`src/rtl/lsbc_pkg.sv`:
```
// shared types, constants and step function of the line segment clipper
package lsbc_pkg;

    localparam int COORD_BITS   = 16;
    localparam int FRAC_BITS    = 16;
    localparam int DW           = COORD_BITS + 1;
    localparam int TW           = FRAC_BITS + 1;
    localparam int QW           = FRAC_BITS + 2;
    localparam int PW           = DW + TW + 1;
    localparam int LANES        = 4;
    localparam int DIV_STEPS    = FRAC_BITS + 1;
    localparam int DIV_A        = (DIV_STEPS + 2) / 3;
    localparam int DIV_C        = DIV_STEPS - 2 * DIV_A;
    localparam int CFG_IDX_BITS = 3;
    localparam int STAGES       = 7;

    localparam logic [TW-1:0] T_ONE  = TW'(1) << FRAC_BITS;
    localparam logic [TW-1:0] T_OVER = T_ONE + TW'(1);
    localparam logic signed [PW-1:0] HALF = PW'(1) << (FRAC_BITS - 1);

    localparam logic [COORD_BITS-1:0] WIN_MIN_RESET = '0;
    localparam logic [COORD_BITS-1:0] WIN_MAX_RESET = {1'b0, {(COORD_BITS - 1){1'b1}}};

    localparam logic [CFG_IDX_BITS-1:0] REG_X_MIN = CFG_IDX_BITS'(0);
    localparam logic [CFG_IDX_BITS-1:0] REG_X_MAX = CFG_IDX_BITS'(1);
    localparam logic [CFG_IDX_BITS-1:0] REG_Y_MIN = CFG_IDX_BITS'(2);
    localparam logic [CFG_IDX_BITS-1:0] REG_Y_MAX = CFG_IDX_BITS'(3);

    typedef struct packed {
        logic signed [COORD_BITS-1:0] start_x;
        logic signed [COORD_BITS-1:0] start_y;
        logic signed [COORD_BITS-1:0] end_x;
        logic signed [COORD_BITS-1:0] end_y;
    } seg_t;

    typedef struct packed {
        logic signed [COORD_BITS-1:0] clip_start_x;
        logic signed [COORD_BITS-1:0] clip_start_y;
        logic signed [COORD_BITS-1:0] clip_end_x;
        logic signed [COORD_BITS-1:0] clip_end_y;
        logic                         visible;
    } clip_t;

    typedef struct packed {
        logic signed [COORD_BITS-1:0] x1;
        logic signed [COORD_BITS-1:0] y1;
        logic signed [DW-1:0]         dx;
        logic signed [DW-1:0]         dy;
        logic                         bad;
    } geo_t;

    typedef struct packed {
        logic                  active;
        logic                  enter;
        logic                  big;
        logic [COORD_BITS-1:0] pm;
        logic [COORD_BITS-1:0] rem;
        logic [QW-1:0]         quo;
    } lane_t;

    typedef struct packed {
        geo_t          geo;
        logic [TW-1:0] t_in;
        logic [TW-1:0] t_out;
        logic          ok;
    } sel_t;

    typedef struct packed {
        logic signed [COORD_BITS-1:0] x1;
        logic signed [COORD_BITS-1:0] y1;
        logic signed [PW-1:0]         mx_in;
        logic signed [PW-1:0]         my_in;
        logic signed [PW-1:0]         mx_out;
        logic signed [PW-1:0]         my_out;
        logic                         ok;
    } mul_t;

    // one restoring division step: {quotient bit, new remainder}
    function automatic logic [COORD_BITS:0] div_step(
        input logic [COORD_BITS-1:0] rem,
        input logic [COORD_BITS-1:0] pm
    );
        logic [COORD_BITS:0] dbl;
        logic [COORD_BITS:0] diff;
        dbl  = {rem, 1'b0};
        diff = dbl - {1'b0, pm};
        if (dbl >= {1'b0, pm})
            return {1'b1, diff[COORD_BITS-1:0]};
        else
            return {1'b0, dbl[COORD_BITS-1:0]};
    endfunction

endpackage

```
`src/rtl/lsbc_div.sv`:
```
// three-stage pipelined restoring divider for one edge ratio
module lsbc_div (
    input  logic            clk,
    input  logic [2:0]      en,
    input  lsbc_pkg::lane_t lane_in,
    output lsbc_pkg::lane_t lane_reg
);
    import lsbc_pkg::*;

    lane_t                 a_next;
    lane_t                 a_reg;
    lane_t                 b_next;
    lane_t                 b_reg;
    lane_t                 c_next;
    logic [COORD_BITS:0]   st_a;
    logic [COORD_BITS:0]   st_b;
    logic [COORD_BITS:0]   st_c;

    always_comb
    begin
        a_next = lane_in;
        for (int i = 0; i < DIV_A; i++)
        begin
            st_a       = div_step(a_next.rem, a_next.pm);
            a_next.rem = st_a[COORD_BITS-1:0];
            a_next.quo = {a_next.quo[QW-2:0], st_a[COORD_BITS]};
        end
    end

    always_comb
    begin
        b_next = a_reg;
        for (int i = 0; i < DIV_A; i++)
        begin
            st_b       = div_step(b_next.rem, b_next.pm);
            b_next.rem = st_b[COORD_BITS-1:0];
            b_next.quo = {b_next.quo[QW-2:0], st_b[COORD_BITS]};
        end
    end

    always_comb
    begin
        c_next = b_reg;
        for (int i = 0; i < DIV_C; i++)
        begin
            st_c       = div_step(c_next.rem, c_next.pm);
            c_next.rem = st_c[COORD_BITS-1:0];
            c_next.quo = {c_next.quo[QW-2:0], st_c[COORD_BITS]};
        end
    end

    always_ff @(posedge clk)
    begin
        if (en[0])
            a_reg <= a_next;
        if (en[1])
            b_reg <= b_next;
        if (en[2])
            lane_reg <= c_next;
    end

endmodule

```
`config.mk`:
```
export PLATFORM = sky130hd
export DESIGN_NAME = lsbc_div
export DESIGN_NICKNAME = d
export VERILOG_FILES = /design/src/rtl/lsbc_pkg.sv /design/src/rtl/lsbc_div.sv
export SDC_FILE = /design/constraint.sdc
export NUM_CORES = 1
export LEC_CHECK = 0
export ABC_AREA = 0
export BUFFER_PORTS_ARGS = -buffer_cell sky130_fd_sc_hd__clkbuf_2
export CAP_MARGIN = 20
export CORE_MARGIN = 3
export CORE_UTILIZATION = 30
export CTS_CLUSTER_DIAMETER = 150
export DETAILED_ROUTE_END_ITERATION = 8
export MAX_ROUTING_LAYER = met4
export PLACE_DENSITY = 0.47
export SYNTH_ARGS = -nofsm -noshare
export SYNTH_HDL_FRONTEND = slang
export SYNTH_SLANG_ARGS = --single-unit
```
`constraint.sdc`:
```
create_clock -name clk -period 18.4 [get_ports clk]
set_input_delay 2.76 -clock clk [delete_from_list [all_inputs] [get_ports clk]]
set_output_delay 2.76 -clock clk [all_outputs]
set_load 0.1 [all_outputs]
```
## Word level (Yosys, flattened, before mapping)

Cells that the tools add are included.
W data, S select, Z words.

| storage, ports and cells | value |
|---|---|
| register bits | 143 |
| bits in latches | 0 |
| bits in writable memories | 0 |
| memory bits (read-only) | 0 |
| input port bits | 57 |
| output and inout bits | 53 |
| logic and storage cells | 72 |
| memories kept | 0 |

| operators by class | value |
|---|---|
| add/subtract/negate cells | 17 |
| multipliers | 0 |
| divide/modulo/power cells | 0 |
| $lt $le $gt $ge | 17 |
| eq/ne operators | 0 |
| shift-type cells | 0 |
| multiplexer cells | 17 |
| bitwise logic cells | 0 |
| reductions and logical operators | 0 |

Operators by type and width:

| kind | number |
|---|---|
| $ge A17 B16 Y1 | 17 |
| $mux W17 | 17 |
| $sub A16 B16 Y16 | 17 |

## Depth between registers and ports, before layout

| depth | value |
|---|---|
| word-level depth | 12 |
| mapped depth | 74 |
| gate-level depth less buffers | 64 |

## Least setup slack after synthesis

OpenSTA, ideal clock, no wires.

| timing | value |
|---|---|
| kind | input -> register |
| from | in lane_in[35] (netlist name) |
| to | reg a_reg[26] (netlist name) (data pin) |
| setup time | 0.262 ns |
| arrival | 16.717 ns |
| required time | 18.138 ns |
| path slack | 1.421 ns |
| stages | 68 |
| path buffers | 9 |
| cells stage by stage | inv_1 -> ha_1 -> nor2b_1 -> o31a_4 -> o2111ai_4 -> a21o_4 -> and2_4 -> buf_6 -> clkbuf_1 -> mux2i_1 -> inv_1 -> ha_1 -> a21oi_1 -> a21o_1 -> a21o_1 -> nor4_1 -> o21ai_0 -> o2111ai_2 -> (+32 left out) -> a211oi_1 -> o31ai_1 -> o211ai_1 -> a211oi_4 -> buf_2 -> mux2_2 -> ha_1 -> a21boi_0 -> o21ai_0 -> a21oi_1 -> a41o_1 -> o41a_1 -> a2111oi_0 -> o21ai_0 -> a211oi_1 -> mux2i_2 -> buf_6 -> mux2_1 |

RTL lines:

| element | line | text |
|---|---|---|
| from (decl) | lsbc_div.sv:5 | `input lsbc_pkg::lane_t lane_in,` |
| to (signal assigned) | lsbc_div.sv:55 | `a_reg <= a_next;` |
| to (decl) | lsbc_div.sv:11 | `lane_t a_reg;` |

==> flow_summary.toml <==
[synthesis]
syn-cell-area_um2 = 19460
netlist.area_leader.share_pct = 22.06
syn_inst = 2169
synth_top_area_cell = "edfxtp_1"
netlist-cell-type-count = 96
ys_seq_area_share_pct = 22.06
async_flop_share_pct = 0
synth_edf_count = 143
yosys_most_used_dff = "edfxtp_1"
synth_nets = 2487
yosys_warnings = 0
synth_seq_cells = 143
syn_area_per_cell_um2 = 8.974
synth.area.top_cells = "edfxtp_1, ha_1, mux2_2, xnor2_1, a21oi_1"

[route]
avgRoutedWirePerCell_um = 19.37
drt_iter0_drc = 972
num_vias = 17060
finalWirelength_um = 62100
via_per_inst = 5.320
drt_first_pass_iters = 5
drc = 0
ant_nets = 0

[die]
die-area_um2 = 67970
die_w_um = 260.7
initial_core_util_pct = 30.58
num_rows = 92
chipHeight_um = 260.7
io_pins = 110
coreArea_um2 = 63660

[place]
pre_cts_ws_ns = 0.8243
placed_area_um2 = 21530
dp_hpwl_um = 50500
port_buffers = 92
place_congestion = 0.8763

[timing]
clock.fmax_mhz = 58.21
tightest_slew_ns = 1.059
maxSlewViolCount = 0
hold_violations = 0
timing.final.ws_setup_ns = 1.221
period_share_pct = 93.37
worst_slew_margin_rel_pct = 29.23
setup_viol = 0
min_period_ns = 17.18
rsz0062_at_grt = "no"
fin_skew_ns = 0.01815
holdWs_ns = 0.4195
setup_tns_ns = 0

[worst_setup_path]
critical-path-max-stage-delay_ns = 0.44
worstSetupStartpointType = "input pin"
critPathKind = "input pin to flip-flop"
crit_top_cell = "o21ai_0"
rr_worst_depth = 61
worstSetupEndpointType = "flip-flop"
required_ns = 18.61
critical_path_arrival_ns = 17.39
crit_slowest_cell = "a2111o_1"
cp_max_fo = 17

[global_routing]
grt_use_total_pct = 18.83
antenna_found_initial = 5
overflow = 0
grt_max_degree = 54
grt_first_pass_wirelength_um = 95920
grt_pass1_vias = 16640

[layout]
layout_common_cells = "ha_1, a21oi_1, nor2_1, mux2_2, edfxtp_1"
largest_reg_flops = 53
drive_gt1_share_pct = 18.76
final_common_cell = "ha_1"
finalNetCount = 2661
syn2layout_area_growth_pct = 13.91
design_area_um2 = 22170

[clocking]
clk_latency_ns = 0.48
cts.path.max_buffers = 2
clock_sinks = 143
clk_pin_slew_worst_paths_ns = 0.07
cts_root_buf = "clkbuf_16"
cts_buffers = 17
cts_tree = "yes"
h-tree-depth = 4
cts_hold_buf = 0

[min_path]
hold_depth = 0
hold_path.class = "flip-flop to flip-flop"

[flow_run]
maxCapViolCount = 0

[outcome]
status = "finished, final reports clean"
[cell usage after synthesis, drive strengths merged, types with 10 or more instances]
library cell	n
ha	258
a21oi	192
mux2	178
nor2	171
edfxtp	143
xnor2	132
inv	130
a21o	105
nand2	96
o21ai	93
xor2	77
nand3	48
o21a	43
nor3	39
nand4	32
o21bai	32
buf	30
a31oi	27
and2	24
nand2b	23
nor2b	23
o211ai	22
mux2i	21
a211oi	18
and3	17
a21boi	15
o31ai	15
or2	14
o41ai	11
or3	10
[cell type report]
class | instances | area (um^2)
Multi-Input combinational cell | 1857 | 14500
Sequential cell | 143 | 4294
Antenna cell | 4 | 10.01
Clock inverter | 15 | 162.7
Tap cell | 846 | 1059
Fill cell | 6522 | 41480
Timing Repair Buffer | 193 | 1234
Inverter | 131 | 491.7
Clock buffer | 17 | 425.4
[final timing paths]
check                   end  slack, ns   startpoint
setup / recovery  a_reg[33]       1.22  lane_in[40]
hold / removal     b_reg[9]       0.42     a_reg[3]
setup reg to reg  b_reg[33]       1.70    a_reg[48]
hold reg to reg    b_reg[9]       0.42     a_reg[3]
[critical path, delay by kind of cell]
kind                     cells  cell delay [ns]
buffers and inverters        9             1.43
multiplexers                 6             1.88
AND/OR/NAND/NOR              9             1.77
adder cells (fa/ha/maj)      6             1.88
AO/OA/AOI/OAI               32             7.61
[cell families (layout without fill, tap and decap cells)]
logic type	Yosys count	in the layout	share of synthesized area [%]
other	0	4	0
buffers and inverters	169	356	3.657
adders and majority gates	261	261	16.89
DFF	143	143	22.06
muxes	199	199	11.65
AOI/OAI and AO/OA	663	663	23.14
and+or+nand+nor	525	525	13.19
xor gates and xnor gates	209	209	9.404
[stage by stage]
step / utilization [%] / cells
detailed placement: 33.82 / 3169
floorplan: - / 2169
CTS: 34.75 / 3201
global route: 34.83 / 3206
finish: 34.83 / 3206
global placement: 33.82 / 3169
[per-layer routing]
| metal | part of all wire, % | track usage [%] | vias to the layer above | wire [um] |
|---|---|---|---|---|
| met1 | 49 | 24.92 | 8128 | 30200 |
| met3 | 3.3 | 2.581 | 69 | 2034 |
| met4 | 2.5 | 6.287 | 0 | 1569 |
| met2 | 46 | 29.57 | 308 | 28300 |
| met5 | 0 | - | - | 0 |
| li1 | - | - | 8550 | - |
[repair_timing]
item                       CTS  global route
setup buffers                0             1
hold endpoints to repair     0             0
gates resized for setup      0             7
setup endpoints to repair    0            16
Power is left out: the tool's default activity adds up to more than one toggle a clock period on the data nets, which glitch-free logic cannot reach.
