`config.mk`:
```
export PLATFORM = sky130hd
export DESIGN_NAME = lsbc_edge
export DESIGN_NICKNAME = d
export VERILOG_FILES = /design/src/rtl/lsbc_pkg.sv /design/src/rtl/lsbc_edge.sv
export SDC_FILE = /design/constraint.sdc
export NUM_CORES = 1
export LEC_CHECK = 0
export BUFFER_PORTS_ARGS = -buffer_cell sky130_fd_sc_hd__buf_4
export CAP_MARGIN = 40
export CELL_PAD_IN_SITES_DETAIL_PLACEMENT = 0
export CELL_PAD_IN_SITES_GLOBAL_PLACEMENT = 1
export CORE_UTILIZATION = 40
export CTS_CLUSTER_SIZE = 28
export DETAILED_ROUTE_END_ITERATION = 6
export PLACE_DENSITY_LB_ADDON = 0.1
export SLEW_MARGIN = 20
export SYNTH_ARGS = -nofsm -noshare
export SYNTH_HDL_FRONTEND = slang
export SYNTH_SLANG_ARGS = --single-unit
```
`constraint.sdc`:
```
create_clock -name clk -period 15.1 [get_ports clk]
set_input_delay 3.02 -clock clk [delete_from_list [all_inputs] [get_ports clk]]
set_output_delay 3.02 -clock clk [all_outputs]
set_load 0.02 [all_outputs]
```
`src/rtl/lsbc_pkg.sv`:
```
// shared types, constants and step function of the line segment clipper
package lsbc_pkg;

    localparam int COORD_BITS   = 16;
    localparam int FRAC_BITS    = 16;
    localparam int DW           = COORD_BITS + 1;
    localparam int TW           = FRAC_BITS + 1;
    localparam int QW           = FRAC_BITS + 2;
    localparam int PW           = DW + TW + 1;
    localparam int LANES        = 4;
    localparam int DIV_STEPS    = FRAC_BITS + 1;
    localparam int DIV_A        = (DIV_STEPS + 2) / 3;
    localparam int DIV_C        = DIV_STEPS - 2 * DIV_A;
    localparam int CFG_IDX_BITS = 3;
    localparam int STAGES       = 7;

    localparam logic [TW-1:0] T_ONE  = TW'(1) << FRAC_BITS;
    localparam logic [TW-1:0] T_OVER = T_ONE + TW'(1);
    localparam logic signed [PW-1:0] HALF = PW'(1) << (FRAC_BITS - 1);

    localparam logic [COORD_BITS-1:0] WIN_MIN_RESET = '0;
    localparam logic [COORD_BITS-1:0] WIN_MAX_RESET = {1'b0, {(COORD_BITS - 1){1'b1}}};

    localparam logic [CFG_IDX_BITS-1:0] REG_X_MIN = CFG_IDX_BITS'(0);
    localparam logic [CFG_IDX_BITS-1:0] REG_X_MAX = CFG_IDX_BITS'(1);
    localparam logic [CFG_IDX_BITS-1:0] REG_Y_MIN = CFG_IDX_BITS'(2);
    localparam logic [CFG_IDX_BITS-1:0] REG_Y_MAX = CFG_IDX_BITS'(3);

    typedef struct packed {
        logic signed [COORD_BITS-1:0] start_x;
        logic signed [COORD_BITS-1:0] start_y;
        logic signed [COORD_BITS-1:0] end_x;
        logic signed [COORD_BITS-1:0] end_y;
    } seg_t;

    typedef struct packed {
        logic signed [COORD_BITS-1:0] clip_start_x;
        logic signed [COORD_BITS-1:0] clip_start_y;
        logic signed [COORD_BITS-1:0] clip_end_x;
        logic signed [COORD_BITS-1:0] clip_end_y;
        logic                         visible;
    } clip_t;

    typedef struct packed {
        logic signed [COORD_BITS-1:0] x1;
        logic signed [COORD_BITS-1:0] y1;
        logic signed [DW-1:0]         dx;
        logic signed [DW-1:0]         dy;
        logic                         bad;
    } geo_t;

    typedef struct packed {
        logic                  active;
        logic                  enter;
        logic                  big;
        logic [COORD_BITS-1:0] pm;
        logic [COORD_BITS-1:0] rem;
        logic [QW-1:0]         quo;
    } lane_t;

    typedef struct packed {
        geo_t          geo;
        logic [TW-1:0] t_in;
        logic [TW-1:0] t_out;
        logic          ok;
    } sel_t;

    typedef struct packed {
        logic signed [COORD_BITS-1:0] x1;
        logic signed [COORD_BITS-1:0] y1;
        logic signed [PW-1:0]         mx_in;
        logic signed [PW-1:0]         my_in;
        logic signed [PW-1:0]         mx_out;
        logic signed [PW-1:0]         my_out;
        logic                         ok;
    } mul_t;

    // one restoring division step: {quotient bit, new remainder}
    function automatic logic [COORD_BITS:0] div_step(
        input logic [COORD_BITS-1:0] rem,
        input logic [COORD_BITS-1:0] pm
    );
        logic [COORD_BITS:0] dbl;
        logic [COORD_BITS:0] diff;
        dbl  = {rem, 1'b0};
        diff = dbl - {1'b0, pm};
        if (dbl >= {1'b0, pm})
            return {1'b1, diff[COORD_BITS-1:0]};
        else
            return {1'b0, dbl[COORD_BITS-1:0]};
    endfunction

endpackage

```
`src/rtl/lsbc_edge.sv`:
```
// edge setup stage: deltas, per-edge magnitudes and classification
module lsbc_edge (
    input  logic                                 clk,
    input  logic                                 en,
    input  lsbc_pkg::seg_t                       seg,
    input  logic [lsbc_pkg::COORD_BITS-1:0]      win_x_min,
    input  logic [lsbc_pkg::COORD_BITS-1:0]      win_x_max,
    input  logic [lsbc_pkg::COORD_BITS-1:0]      win_y_min,
    input  logic [lsbc_pkg::COORD_BITS-1:0]      win_y_max,
    output lsbc_pkg::geo_t                       geo_reg,
    output lsbc_pkg::lane_t [lsbc_pkg::LANES-1:0] lanes_reg
);
    import lsbc_pkg::*;

    logic signed [DW-1:0] dx;
    logic signed [DW-1:0] dy;
    logic signed [DW-1:0] p [LANES];
    logic signed [DW-1:0] q [LANES];
    logic signed [DW-1:0] pa;
    logic signed [DW-1:0] qa;
    logic                 par;
    logic                 wrong_side;
    logic                 bad;
    geo_t                 geo_next;
    lane_t [LANES-1:0]    lanes_next;

    always_comb
    begin
        dx = DW'(seg.end_x) - DW'(seg.start_x);
        dy = DW'(seg.end_y) - DW'(seg.start_y);
        p[0] = -dx;
        q[0] = DW'(seg.start_x) - DW'($signed(win_x_min));
        p[1] = dx;
        q[1] = DW'($signed(win_x_max)) - DW'(seg.start_x);
        p[2] = -dy;
        q[2] = DW'(seg.start_y) - DW'($signed(win_y_min));
        p[3] = dy;
        q[3] = DW'($signed(win_y_max)) - DW'(seg.start_y);
        bad = 1'b0;
        for (int k = 0; k < LANES; k++)
        begin
            pa = p[k][DW-1] ? -p[k] : p[k];
            qa = q[k][DW-1] ? -q[k] : q[k];
            par = (p[k] == '0);
            wrong_side = (q[k] != '0) && (q[k][DW-1] != p[k][DW-1]);
            // parallel outside, or exiting before the start point
            if ((par && q[k][DW-1]) || (!par && wrong_side && !p[k][DW-1]))
                bad = 1'b1;
            lanes_next[k].active = !par && !wrong_side;
            lanes_next[k].enter  = p[k][DW-1];
            lanes_next[k].pm     = pa[COORD_BITS-1:0];
            lanes_next[k].big    = qa[COORD_BITS-1:0] > pa[COORD_BITS-1:0];
            // integer quotient bit is settled here, only set when |q| equals |p|
            if (qa[COORD_BITS-1:0] == pa[COORD_BITS-1:0])
            begin
                lanes_next[k].rem = '0;
                lanes_next[k].quo = QW'(1);
            end
            else
            begin
                lanes_next[k].rem = lanes_next[k].big ? '0 : qa[COORD_BITS-1:0];
                lanes_next[k].quo = '0;
            end
        end
        geo_next.x1  = seg.start_x;
        geo_next.y1  = seg.start_y;
        geo_next.dx  = dx;
        geo_next.dy  = dy;
        geo_next.bad = bad;
    end

    always_ff @(posedge clk)
    begin
        if (en)
        begin
            geo_reg   <= geo_next;
            lanes_reg <= lanes_next;
        end
    end

endmodule

```
**After elaboration in Yosys (flattened, before gate mapping)**

Index checks and enable logic that the tools add are counted.

- Register bits after elaboration: 279
- Bits of input ports: 130
- Output and inout port bits: 279
- Logic and storage cells: 117

- $add $sub $neg: 14
- Order comparisons: 4
- Eq/ne operators: 8
- Multiplexer cells: 13
- Reduce and logical (&&, ||, !) cells: 49

Operators by type and width:

| operator | number |
|---|---|
| $mux 16 | 8 |
| $sub 16x16->17 | 6 |
| $neg 16->16 | 6 |
| $logic_not 17->1 | 4 |
| $reduce_bool 17->1 | 4 |
| $eq 16x16->1 | 4 |
| $gt 16x16->1 | 4 |
| $neg 17->17 | 2 |
| $logic_and 1x1->1 | 20 |
| $logic_not 1->1 | 12 |
| $reduce_or 2->1 | 4 |
| $mux 1 | 5 |
| $logic_or 1x1->1 | 4 |
| $ne 1x1->1 | 4 |
| $reduce_or 3->1 | 1 |

**Depth between registers and ports, before layout**

- Depth in word-level cells: 8
- Depth in mapped cells: 31

**Worst setup path before layout**

OpenSTA, ideal clock, no wires.

- Kind: input port to flip-flop
- Start: in seg[0] (netlist bit)
- End: reg lanes_reg[129] (netlist bit), data pin
- Library setup time: 141 ps
- Data arrival time: 8955 ps
- Data required time: 14959 ps
- Setup slack: 6004 ps
- Cell stages on the path: 31
- Path buffers: 4
- Cell sequence: inv_1 > ha_1 > fa_1 > and2b_1 > o22a_1 > xnor2_1 > or3_1 > clkbuf_1 > a211oi_2 > nand2_1 > nor3_1 > nand2_1 > nor3_1 > ha_1 > clkbuf_1 > buf_1 > nand2_1 > xnor2_1 > inv_1 > ha_1 > nor2b_1 > o21a_1 > o21a_1 > o21a_1 > o21a_1 > o21ai_0 > a211oi_1 > a2111oi_0 > nand2b_1 > clkbuf_1 > nor2b_1

RTL lines:

| item | RTL line | RTL |
|---|---|---|
| start: declaration | lsbc_edge.sv:5 | `input lsbc_pkg::seg_t seg,` |
| end signal: assignment | lsbc_edge.sv:77 | `lanes_reg <= lanes_next;` |
| end: declaration | lsbc_edge.sv:11 | `output lsbc_pkg::lane_t [lsbc_pkg::LANES-1:0] lanes_reg` |

==> metrics.md <==
| Metric | Value |
|---|---|
| DR iter-0 viols | `912` |
| Area leader, netlist | `edfxtp_1` |
| Post-synthesis adder-cell area fraction | `0.130` |
| Leakage | `9.31 nW` |
| Post-DP Area | `20,600 um^2` |
| Most frequent cell after synthesis | `edfxtp_1` |
| I/O Pins | `409` |
| Mux share of post-synthesis cell area | `0.00525` |
| Pin count of the biggest net entering global routing | `73` |
| Yosys cell types | `92` |
| Initial core utilization | `0.407` |
| I/O Buffers | `340` |
| Post-Synth XOR/XNOR Area | `0.119` |
| Crit path from | `seg[32]` |
| Fin crit period | `9.44 ns` |
| Site Rows | `76` |
| Pwr/cell area | `139 nW/um^2` |
| Post-CTS setup buffer count | `0` |
| Hold buffers post-CTS | `0` |
| Cell Area, Synth | `17,600 um^2` |
| Status | `completed` |
| Vias in the first global route | `14,100` |
| H-tree depth | `1` |
| Dpl cells | `2,753` |
| Slew Limit Fails | `0` |
| Hold Path Class | `in2reg` |
| Initial antenna violation count | `0` |
| Layout area overhead | `21.5%` |
| Final setup margin | `5.66 ns` |
| Nets | `2,507` |
| Final cell count without fillers | `2,801` |
| Share of cells above drive strength 1 | `0.196` |
| Syn Area/Cell | `9.49 um^2` |
| Top_reg_cell synth | `edfxtp_1` |
| Min-Delay Startpoint | `seg[40]` |
| CP peak stage delay | `0.65 ns` |
| Cell count after synthesis | `1,857` |
| Worst Tran Pin Value | `0.861 ns` |
| Gr usage total | `0.243` |
| Place WS | `4.98 ns` |
| Share of the synthesized area in the top cell type | `0.349` |
| Vias post-DR | `15,100` |
| Die X | `212 um` |
| Clock root buffer | `clkbuf_16` |
| FFs w/ async S/R, synth | `0` |
| Gpl congestion | `0.891` |
| Avg WL per Cell | `20.0 um` |
| Post-DP HPWL | `45,300 um` |
| Filler Cell Count | `4,123` |
| Critical path type | `in2reg` |
| RSZ-0062 raised after global routing | `no` |
| Clock sinks | `205` |
| Max-cap violations | `0` |
| Startpoint types | `input port` |
| Fin crit share | `0.625` |
| Critical path endpoint category | `flip-flop` |
| DRC | `0` |
| CP max FO | `20` |
| Setup TNS Final | `0 ns` |
| Post-Route WL | `55,900 um` |
| Max FFs per register | `140` |
| Num CTS Buffers | `25` |
| Sequential fraction of the synthesis area | `0.349` |
| Ant. Diodes | `0` |
| Final core occ | `0.495` |
| Vias per cell | `5.38` |
| # setup viols final | `0` |
| Worst EP required | `15.49 ns` |
| DRT Pass-1 Iters | `5` |
| Yosys reg bits | `205` |
| Pwr Total | `2.98 mW` |
| Die area | `44,900 um^2` |
| Die Span Y | `212 um` |
| VDD IR max | `0.108 mV` |
| Routed Antenna Nets | `0` |
| Hold WS | `2.67 ns` |
| Synth cell count leaders | `edfxtp_1, ha_1, xnor2_1` |
| Post-Layout Inst Area | `21,400 um^2` |
| Max Freq | `0.106 GHz` |
| Slew headroom | `0.423` |
| Yosys warns | `0` |
| Cts repair resizes | `0` |
| Largest family of logic cells by synthesized area | `simple AND/OR/NAND/NOR gates` |
| Synth top area cells | `edfxtp_1, ha_1, xnor2_1` |
| Simple-gate share of the synthesized area | `0.166` |
| TritonCTS clock tree | `done` |
| EDFF count, synth | `205` |
| CP max stage cell | `a2111oi_1` |
| Gr ovfl total | `0` |
| Bufs on Longest Clock Path | `3` |
| Core Footprint | `43,300 um^2` |
| Fin. Hold Viols | `0` |
| Global-route wire length before repair | `82,600 um` |
| Worst EP arrival | `9.84 ns` |
| CTS clock-pin slew for the worst setup and hold paths | `0.06 ns` |
| Compound-cell area share of the yosys netlist | `0.157` |
cells by family after synthesis:
group / Yosys count
flops: 205
compound gates: 411
other cells: 1
simple gates: 546
xor+xnor: 236
mux: 9
buf+inv: 270
fa+ha+maj: 179
cells in the final DEF (no fill, tap or decap), types with 7 or more instances in the layout:
| master | Yosys | layout |
|---|---|---|
| a211o_1 | 9 | 9 |
| nand3_1 | 37 | 37 |
| and3b_1 | 16 | 16 |
| and3_1 | 13 | 13 |
| o21bai_1 | 10 | 10 |
| o21ai_1 | 11 | 11 |
| edfxtp_1 | 205 | 205 |
| o2111ai_1 | 7 | 7 |
| ha_1 | 173 | 173 |
| a31oi_1 | 15 | 15 |
| nand4_1 | 23 | 23 |
| o41ai_1 | 10 | 10 |
| nor4_1 | 15 | 15 |
| o21a_1 | 34 | 34 |
| o21ai_0 | 79 | 79 |
| nand2b_1 | 22 | 22 |
| inv_1 | 158 | 158 |
| or2_2 | 9 | 9 |
| buf_4 | 74 | 348 |
| nand2_1 | 88 | 88 |
| and2_1 | 15 | 15 |
| a2111oi_0 | 12 | 11 |
| clkbuf_16 | 0 | 25 |
| conb_1 | 1 | 68 |
| a21o_1 | 44 | 44 |
| o31ai_1 | 15 | 15 |
| nor3_1 | 41 | 41 |
| a211oi_1 | 15 | 15 |
| xnor2_1 | 169 | 169 |
| nor2b_1 | 68 | 68 |
| o211ai_1 | 9 | 9 |
| nor2_1 | 135 | 135 |
| xor2_1 | 64 | 64 |
| or3_1 | 16 | 16 |
| a21oi_1 | 94 | 94 |
| or4_1 | 11 | 11 |
final cells by class:
class / instances / area, um^2 / share of cell area
Clock buffer: 29 / 641 / 0.0299
Clock inverter: 16 / 175 / 0.00818
Inverter: 163 / 612 / 0.0286
Multi-Input combinational cell: 1449 / 10400 / 0.487
Sequential cell: 205 / 6160 / 0.287
Tap cell: 585 / 732 / 0.0342
Timing Repair Buffer: 354 / 2680 / 0.125
where the power goes:
group          internal (mW)  switching (mW)  leakage [nW]
Combinational          0.585           0.896          6.92
Sequential             0.825          0.0616          2.00
Clock                  0.357           0.258         0.392
critical path, delay by kind of cell:
| family | cells | cell delay, ns |
|---|---|---|
| adders and majority gates | 4 | 1.49 |
| AOI/OAI and AO/OA | 10 | 2.63 |
| xor gates and xnor gates | 1 | 0.21 |
| and+or+nand+nor | 10 | 2.25 |
| buffers and inverters | 2 | 0.21 |
routing by layer:
layer / wire [um] / track usage / part of all wire
met3: 4050 / 0.0417 / 0.072
met4: 1040 / 0.0547 / 0.019
met5: 0 / 0 / 0
met2: 23800 / 0.363 / 0.43
met1: 27100 / 0.363 / 0.48
worst paths after layout:
check / endpoint / slack [ns] / depth (start not counted)
min: geo_reg[43]$_DFFE_PP_ / 2.67 / 1
max: lanes_reg[138]$_SDFFCE_PP0P_ / 5.66 / 27
(Power assumes the default switching activity.)
