**config.mk**
```make
export PLATFORM = sky130hd
export DESIGN_NAME = lsbc_interp
export DESIGN_NICKNAME = d
export VERILOG_FILES = /design/src/rtl/lsbc_pkg.sv /design/src/rtl/lsbc_interp.sv
export SDC_FILE = /design/constraint.sdc
export NUM_CORES = 2
export LEC_CHECK = 0
export BUFFER_PORTS_ARGS = -buffer_cell sky130_fd_sc_hd__buf_2
export CAP_MARGIN = 5
export CORE_ASPECT_RATIO = 0.9
export CORE_MARGIN = 4
export CORE_UTILIZATION = 60
export CTS_CLUSTER_SIZE = 40
export DETAILED_ROUTE_END_ITERATION = 8
export PLACE_DENSITY = 0.78
export SYNTH_ARGS = -nofsm -noshare
export SYNTH_HDL_FRONTEND = slang
export SYNTH_SLANG_ARGS = --single-unit
```
**constraint.sdc**
```tcl
create_clock -name clk -period 11.6 [get_ports clk]
set_input_delay 0.58 -clock clk [delete_from_list [all_inputs] [get_ports clk]]
set_output_delay 0.58 -clock clk [all_outputs]
set_load 0.02 [all_outputs]
```
**src/rtl/lsbc_pkg.sv**
```systemverilog
// shared types, constants and step function of the line segment clipper
package lsbc_pkg;

    localparam int COORD_BITS   = 16;
    localparam int FRAC_BITS    = 16;
    localparam int DW           = COORD_BITS + 1;
    localparam int TW           = FRAC_BITS + 1;
    localparam int QW           = FRAC_BITS + 2;
    localparam int PW           = DW + TW + 1;
    localparam int LANES        = 4;
    localparam int DIV_STEPS    = FRAC_BITS + 1;
    localparam int DIV_A        = (DIV_STEPS + 2) / 3;
    localparam int DIV_C        = DIV_STEPS - 2 * DIV_A;
    localparam int CFG_IDX_BITS = 3;
    localparam int STAGES       = 7;

    localparam logic [TW-1:0] T_ONE  = TW'(1) << FRAC_BITS;
    localparam logic [TW-1:0] T_OVER = T_ONE + TW'(1);
    localparam logic signed [PW-1:0] HALF = PW'(1) << (FRAC_BITS - 1);

    localparam logic [COORD_BITS-1:0] WIN_MIN_RESET = '0;
    localparam logic [COORD_BITS-1:0] WIN_MAX_RESET = {1'b0, {(COORD_BITS - 1){1'b1}}};

    localparam logic [CFG_IDX_BITS-1:0] REG_X_MIN = CFG_IDX_BITS'(0);
    localparam logic [CFG_IDX_BITS-1:0] REG_X_MAX = CFG_IDX_BITS'(1);
    localparam logic [CFG_IDX_BITS-1:0] REG_Y_MIN = CFG_IDX_BITS'(2);
    localparam logic [CFG_IDX_BITS-1:0] REG_Y_MAX = CFG_IDX_BITS'(3);

    typedef struct packed {
        logic signed [COORD_BITS-1:0] start_x;
        logic signed [COORD_BITS-1:0] start_y;
        logic signed [COORD_BITS-1:0] end_x;
        logic signed [COORD_BITS-1:0] end_y;
    } seg_t;

    typedef struct packed {
        logic signed [COORD_BITS-1:0] clip_start_x;
        logic signed [COORD_BITS-1:0] clip_start_y;
        logic signed [COORD_BITS-1:0] clip_end_x;
        logic signed [COORD_BITS-1:0] clip_end_y;
        logic                         visible;
    } clip_t;

    typedef struct packed {
        logic signed [COORD_BITS-1:0] x1;
        logic signed [COORD_BITS-1:0] y1;
        logic signed [DW-1:0]         dx;
        logic signed [DW-1:0]         dy;
        logic                         bad;
    } geo_t;

    typedef struct packed {
        logic                  active;
        logic                  enter;
        logic                  big;
        logic [COORD_BITS-1:0] pm;
        logic [COORD_BITS-1:0] rem;
        logic [QW-1:0]         quo;
    } lane_t;

    typedef struct packed {
        geo_t          geo;
        logic [TW-1:0] t_in;
        logic [TW-1:0] t_out;
        logic          ok;
    } sel_t;

    typedef struct packed {
        logic signed [COORD_BITS-1:0] x1;
        logic signed [COORD_BITS-1:0] y1;
        logic signed [PW-1:0]         mx_in;
        logic signed [PW-1:0]         my_in;
        logic signed [PW-1:0]         mx_out;
        logic signed [PW-1:0]         my_out;
        logic                         ok;
    } mul_t;

    // one restoring division step: {quotient bit, new remainder}
    function automatic logic [COORD_BITS:0] div_step(
        input logic [COORD_BITS-1:0] rem,
        input logic [COORD_BITS-1:0] pm
    );
        logic [COORD_BITS:0] dbl;
        logic [COORD_BITS:0] diff;
        dbl  = {rem, 1'b0};
        diff = dbl - {1'b0, pm};
        if (dbl >= {1'b0, pm})
            return {1'b1, diff[COORD_BITS-1:0]};
        else
            return {1'b0, dbl[COORD_BITS-1:0]};
    endfunction

endpackage

```
**src/rtl/lsbc_interp.sv**
```systemverilog
// parameter selection, endpoint multiply and rounding stages
module lsbc_interp (
    input  logic                                  clk,
    input  logic [2:0]                            en,
    input  lsbc_pkg::geo_t                        geo,
    input  lsbc_pkg::lane_t [lsbc_pkg::LANES-1:0] lanes,
    output lsbc_pkg::clip_t                       clip_reg
);
    import lsbc_pkg::*;

    sel_t                  sel_next;
    sel_t                  sel_reg;
    mul_t                  mul_next;
    mul_t                  mul_reg;
    clip_t                 clip_next;
    logic [TW-1:0]         r;
    logic signed [PW-1:0]  sx_in;
    logic signed [PW-1:0]  sy_in;
    logic signed [PW-1:0]  sx_out;
    logic signed [PW-1:0]  sy_out;

    always_comb
    begin
        sel_next.geo   = geo;
        sel_next.t_in  = '0;
        sel_next.t_out = T_ONE;
        for (int k = 0; k < LANES; k++)
        begin
            // round half up from the trailing quotient bit, clamp above 1.0
            r = lanes[k].big ? T_OVER
                             : lanes[k].quo[QW-1:1] + TW'(lanes[k].quo[0]);
            if (lanes[k].active)
            begin
                if (lanes[k].enter)
                begin
                    if (r > sel_next.t_in)
                        sel_next.t_in = r;
                end
                else if (r < sel_next.t_out)
                    sel_next.t_out = r;
            end
        end
        sel_next.ok = !geo.bad && (sel_next.t_in <= sel_next.t_out);
    end

    always_comb
    begin
        mul_next.x1     = sel_reg.geo.x1;
        mul_next.y1     = sel_reg.geo.y1;
        mul_next.ok     = sel_reg.ok;
        mul_next.mx_in  = PW'(sel_reg.geo.dx) * PW'($signed({1'b0, sel_reg.t_in}));
        mul_next.my_in  = PW'(sel_reg.geo.dy) * PW'($signed({1'b0, sel_reg.t_in}));
        mul_next.mx_out = PW'(sel_reg.geo.dx) * PW'($signed({1'b0, sel_reg.t_out}));
        mul_next.my_out = PW'(sel_reg.geo.dy) * PW'($signed({1'b0, sel_reg.t_out}));
    end

    always_comb
    begin
        // arithmetic shift floors both signs, giving ties toward +infinity
        sx_in  = PW'(mul_reg.x1) + ((mul_reg.mx_in + HALF) >>> FRAC_BITS);
        sy_in  = PW'(mul_reg.y1) + ((mul_reg.my_in + HALF) >>> FRAC_BITS);
        sx_out = PW'(mul_reg.x1) + ((mul_reg.mx_out + HALF) >>> FRAC_BITS);
        sy_out = PW'(mul_reg.y1) + ((mul_reg.my_out + HALF) >>> FRAC_BITS);
        if (mul_reg.ok)
        begin
            clip_next.clip_start_x = sx_in[COORD_BITS-1:0];
            clip_next.clip_start_y = sy_in[COORD_BITS-1:0];
            clip_next.clip_end_x   = sx_out[COORD_BITS-1:0];
            clip_next.clip_end_y   = sy_out[COORD_BITS-1:0];
            clip_next.visible      = 1'b1;
        end
        else
            clip_next = '0;
    end

    always_ff @(posedge clk)
    begin
        if (en[0])
            sel_reg <= sel_next;
        if (en[1])
            mul_reg <= mul_next;
        if (en[2])
            clip_reg <= clip_next;
    end

endmodule

```
# --- After elaboration in Yosys (flattened, before gate mapping) ---
# Cells that the tools add are included.
classes:
  n_addsub: 12
  n_mul: 4
  n_lt_le_gt_ge: 9
  mux: 25
  n_reduce_logical: 2
ops:
  columns: ["cell", "n"]
  rows:
  - ["2-to-1 mux 17 bit", 20]
  - ["2-to-1 mux 34 bit", 4]
  - ["adder 32 x 17 -> 32 bit, second input constant", 4]
  - ["multiplier 17 x 18 -> 32 bit", 4]
  - ["adder 17 x 1 -> 17 bit", 4]
  - ["adder 16 bit", 4]
  - ["greater-than comparator 17 bit", 3]
  - ["< comparator 17 bit", 3]
  - ["greater-than comparator 17 x 1 -> 1 bit, second input constant", 1]
  - ["<= comparator 17 bit", 1]
  - ["< comparator 17 bit, second input constant", 1]
  - ["logical AND 1 bit", 1]
  - ["logical NOT 1 bit", 1]
  - ["2-to-1 mux 1 bit", 1]
word_totals:
  regBits: 327
  input_bits: 283
  output_inout_bits: 65
  word_cells: 71

# --- Logic depth before layout (Yosys ltp) ---
logic_depth:
  ltp_word: 20
  mapped_depth: 53
  mapped_depth_nobuf: 50

# --- Worst setup path before layout ---
# Ideal clock, no wire load.
synth_timing:
  path_type: "input-to-reg"
  start: "input lanes[0] (netlist bit)"
  end: "register sel_reg, in the netlist mul_next[0] (data pin)"
  setup_ns: 0.146
  arrival_ns: 10.607
  required_ns: 11.454
  setup_slack_ns: 0.847
  stages: 51
  n_path_buf: 3
  path_cell_list: "ha_1 -> xnor2_1 -> nor2_1 -> or3_1 -> or4_1 -> nor4_1 -> a41oi_1 -> o21ai_0 -> inv_1 -> ha_1 -> nor2b_1 -> o21a_1 -> o21a_1 -> o21a_1 -> o21a_1 -> o21ai_0 -> a21oi_1 -> clkbuf_1 -> (+15 left out) -> o21ai_0 -> a21oi_1 -> a2111oi_0 -> o21ai_0 -> nand4_1 -> clkbuf_1 -> mux2i_1 -> ha_1 -> nor2b_1 -> o21a_1 -> o21a_1 -> o21ai_0 -> nand2b_1 -> a21oi_1 -> nor2b_1 -> o21bai_1 -> a31oi_1 -> a21oi_1"
synth_rtl:
  columns: ["element", "line_no", "rtl"]
  rows:
  - ["from (decl)", "lsbc_interp.sv:6", "input lsbc_pkg::lane_t [lsbc_pkg::LANES-1:0] lanes,"]
  - ["to (signal assigned)", "lsbc_interp.sv:79", "sel_reg <= sel_next;"]
  - ["to (decl)", "lsbc_interp.sv:12", "sel_t sel_reg;"]

==> results.sh <==
export IMPL_worst_setup_path_start_kind="input pin"
export IMPL_tritoncts_num_sinks=267
export IMPL_drt_pre_antenna_iters=5
export IMPL_reg2regPathDepth=24
export IMPL_antenna_left=0
export IMPL_yosysWarnings=0
export IMPL_sequential_cell_area_um2=8020
export IMPL_share_of_synthesized_area_occupied_by_flip_flops_and_latches=0.150
export IMPL_clk_root_buffer_cell="sky130_fd_sc_hd__clkbuf_16"
export IMPL_slew_headroom=0.373
export IMPL_hpwl_after_detailed_placement_um=102000
export IMPL_synth_area_um2=53300
export IMPL_synth_ff_type="sky130_fd_sc_hd__edfxtp_1"
export IMPL_worst_setup_path_type="input pin to flip-flop"
export IMPL_floorplan_initialDensity=0.606
export IMPL_pin_count_of_the_biggest_net_entering_global_routing=68
export IMPL_final_fill_count=7063
export IMPL_portBuffers=219
export IMPL_crit_fanout=31
export IMPL_remaining_drc_errors=0
export IMPL_top_level_ports=348
export IMPL_hp_start="geo[33]"
export IMPL_clk_path_buf_depth=3
export IMPL_die_x_um=322
export IMPL_global_route_overflow_total=0
export IMPL_hold_depth=1
export IMPL_setup_repair_after_global_routing_missed_its_margin="no"
export IMPL_postRouteWirelength_um=135000
export IMPL_antenna_found_initial=8
export IMPL_synthesis_area_per_instance_um2=9.47
export IMPL_min_period_over_period=0.904
export IMPL_setup_tns_ns=0
export IMPL_postSynth_asyncResetShare=0
export IMPL_outcome="finished clean"
export IMPL_worst_setup_hold_path_clk_slew_ns=0.06
export IMPL_wl_per_cell_um=19.6
export IMPL_dpl_cell_count=6847
export IMPL_cts_buffers=31
export IMPL_drive_above_1_share=0.0701
export IMPL_synthToLayoutAreaGrowth_pct=6.13
export IMPL_fin_cells=6906
export IMPL_worstMarginPinSlew_ns=0.941
export IMPL_gpl_final_weighted_congestion=0.946
export IMPL_reg2reg_to="mul_reg[32]"
export IMPL_crit_path_max_incr_delay_ns=0.58
export IMPL_cts_hold_buffers_added=0
export IMPL_max_ffs_per_register=101
export IMPL_worst_ep_required_time_ns=12.09
export IMPL_synth_cell_type_count=73
export IMPL_postCtsSetupBuffers=0
export IMPL_final_net_count=7516
export IMPL_worst_r2r_setup_slack_ns=3.94
export IMPL_fmax_mhz=95.4
export IMPL_critical_path_endpoint_category="flip-flop"
export IMPL_syn_inst=5627
export IMPL_detail_route_vias_per_cell=5.67
export IMPL_die_area_um2=93600
export IMPL_final_hold_worst_slack_ns=0.115
export IMPL_cp_data_arrival_time_ns=10.97
export IMPL_tritoncts_clock_tree="done"
export IMPL_min_to="sel_reg[68]"
export IMPL_timing_critical_path_slowest_stage_cell="sky130_fd_sc_hd__a2111oi_4"
export IMPL_hold_class="input pin to flip-flop"
export IMPL_first_pass_grt_wire_length_um=221000
export IMPL_multi_input_area_um2=40300
export IMPL_timing_clock_skew_ns=0.0383
export IMPL_setup_viol_count_final=0
export IMPL_floorplan_core_area_um2=87900
export IMPL_die_h_um=291
export IMPL_vias=39200
export IMPL_maxSlewViolCount=0
export IMPL_synth_edff_count=267
export IMPL_yosys_register_bits=267
export IMPL_finalHoldViolations=0
export IMPL_post_route_min_period_ns=10.48
export IMPL_dr_first_iter_drc_count=2879
export IMPL_mappedNetlistNets=7418
export IMPL_regToRegStartpoint="sel_reg[7]"
export IMPL_worstSkewPairLatency_ns=0.65
export IMPL_htreeDepth=1
export IMPL_post_layout_utilization_of_the_core=0.643
export IMPL_fp_row_count=103
export IMPL_cts_resized=0
export IMPL_grt_pass1_vias=42200
export IMPL_drv_cap=0
export IMPL_global_route_usage_total=0.297
[area by class of cell]
| class | instances | share of cell area |
|---|---|---|
| repair buffers | 302 | 0.0307 |
| diodes | 3 | 0.000133 |
| clock inverters | 15 | 0.00281 |
| clock buffers | 41 | 0.0144 |
| flip-flops and latches | 267 | 0.142 |
| inverters | 1079 | 0.0716 |
| multi-input cells | 4044 | 0.713 |
| well taps | 1155 | 0.0256 |
[cell usage in the layout (no fill, tap or decap), types with 46 or more instances in the layout]
master,count
sky130_fd_sc_hd__nand2_1,697
sky130_fd_sc_hd__nor2_1,178
sky130_fd_sc_hd__edfxtp_1,267
sky130_fd_sc_hd__a21o_1,64
sky130_fd_sc_hd__inv_1,1078
sky130_fd_sc_hd__xor2_1,77
sky130_fd_sc_hd__xnor2_1,159
sky130_fd_sc_hd__buf_2,217
sky130_fd_sc_hd__nand3_1,90
sky130_fd_sc_hd__nand2b_1,77
sky130_fd_sc_hd__and2_1,565
sky130_fd_sc_hd__ha_1,612
sky130_fd_sc_hd__a21oi_1,114
sky130_fd_sc_hd__o21ai_0,69
sky130_fd_sc_hd__nand4_1,46
sky130_fd_sc_hd__buf_4,84
sky130_fd_sc_hd__mux2i_1,49
sky130_fd_sc_hd__fa_1,896
[synthesized netlist by cell type, types with 24 or more instances]
cell	count	share of area
sky130_fd_sc_hd__inv_1	1078	0.076
sky130_fd_sc_hd__fa_1	896	0.34
sky130_fd_sc_hd__nand2_1	697	0.049
sky130_fd_sc_hd__ha_1	612	0.14
sky130_fd_sc_hd__and2_1	565	0.066
sky130_fd_sc_hd__edfxtp_1	267	0.15
sky130_fd_sc_hd__clkbuf_1	229	0.016
sky130_fd_sc_hd__nor2_1	178	0.013
sky130_fd_sc_hd__xnor2_1	159	0.026
sky130_fd_sc_hd__a21oi_1	114	0.011
sky130_fd_sc_hd__nand3_1	90	0.0085
sky130_fd_sc_hd__nand2b_1	77	0.0090
sky130_fd_sc_hd__xor2_1	77	0.013
sky130_fd_sc_hd__o21ai_0	69	0.0065
sky130_fd_sc_hd__a21o_1	64	0.0090
sky130_fd_sc_hd__mux2i_1	49	0.0092
sky130_fd_sc_hd__nand4_1	46	0.0054
sky130_fd_sc_hd__nor3_1	34	0.0032
sky130_fd_sc_hd__o21a_1	34	0.0048
sky130_fd_sc_hd__and3_1	29	0.0034
sky130_fd_sc_hd__nor2b_1	26	0.0031
sky130_fd_sc_hd__mux2_2	24	0.0051
[layer usage]
layer / global-route usage / routed length [um]
met5: 0 / 49
met4: 0.0863 / 4920
met3: 0.0710 / 14000
met2: 0.480 / 61400
met1: 0.404 / 55000
[cell families after synthesis]
kind of cell,after synthesis,share of synthesized area
AO/OA/AOI/OAI,399,0.0493
XOR/XNOR,236,0.0388
adder cells (fa/ha/maj),1508,0.480
buffers and inverters,1316,0.0931
flip-flops,267,0.150
multiplexers,88,0.0180
AND/OR/NAND/NOR,1813,0.170
[stage by stage]
step / cell area (um^2) / worst slack, ns
final: 56500 / 1.12
after global routing: 56500 / 0.0735
after CTS: 56500 / 1.23
after detailed placement: 55600 / 0.650
after global placement: 55600 / 0.665
after floorplan: 53300 / 0.847
[worst max-delay path by stage]
stage | cells past startpoint | start | slack (ns) | end
after floorplan | 51 | lanes[0] | 0.85 | mul_next[0]
after global placement | 45 | lanes[0] | 0.66 | mul_next[0]
after detailed placement | 45 | lanes[0] | 0.65 | mul_next[0]
after CTS | 45 | lanes[0] | 1.23 | mul_next[0]
after global routing | 46 | lanes[0] | 0.07 | mul_next[0]
final | 45 | lanes[0] | 1.12 | mul_next[0]
[worst max-delay path: cells and delay by family]
family	cells	cell delay, ns
compound gates	21	4.94
buf+inv	5	1.43
mux	1	0.32
fa+ha+maj	5	1.43
simple gates	13	2.25
Power is not shown: default switching activity piles up to over one toggle a cycle in this logic, so the estimate is an artifact.
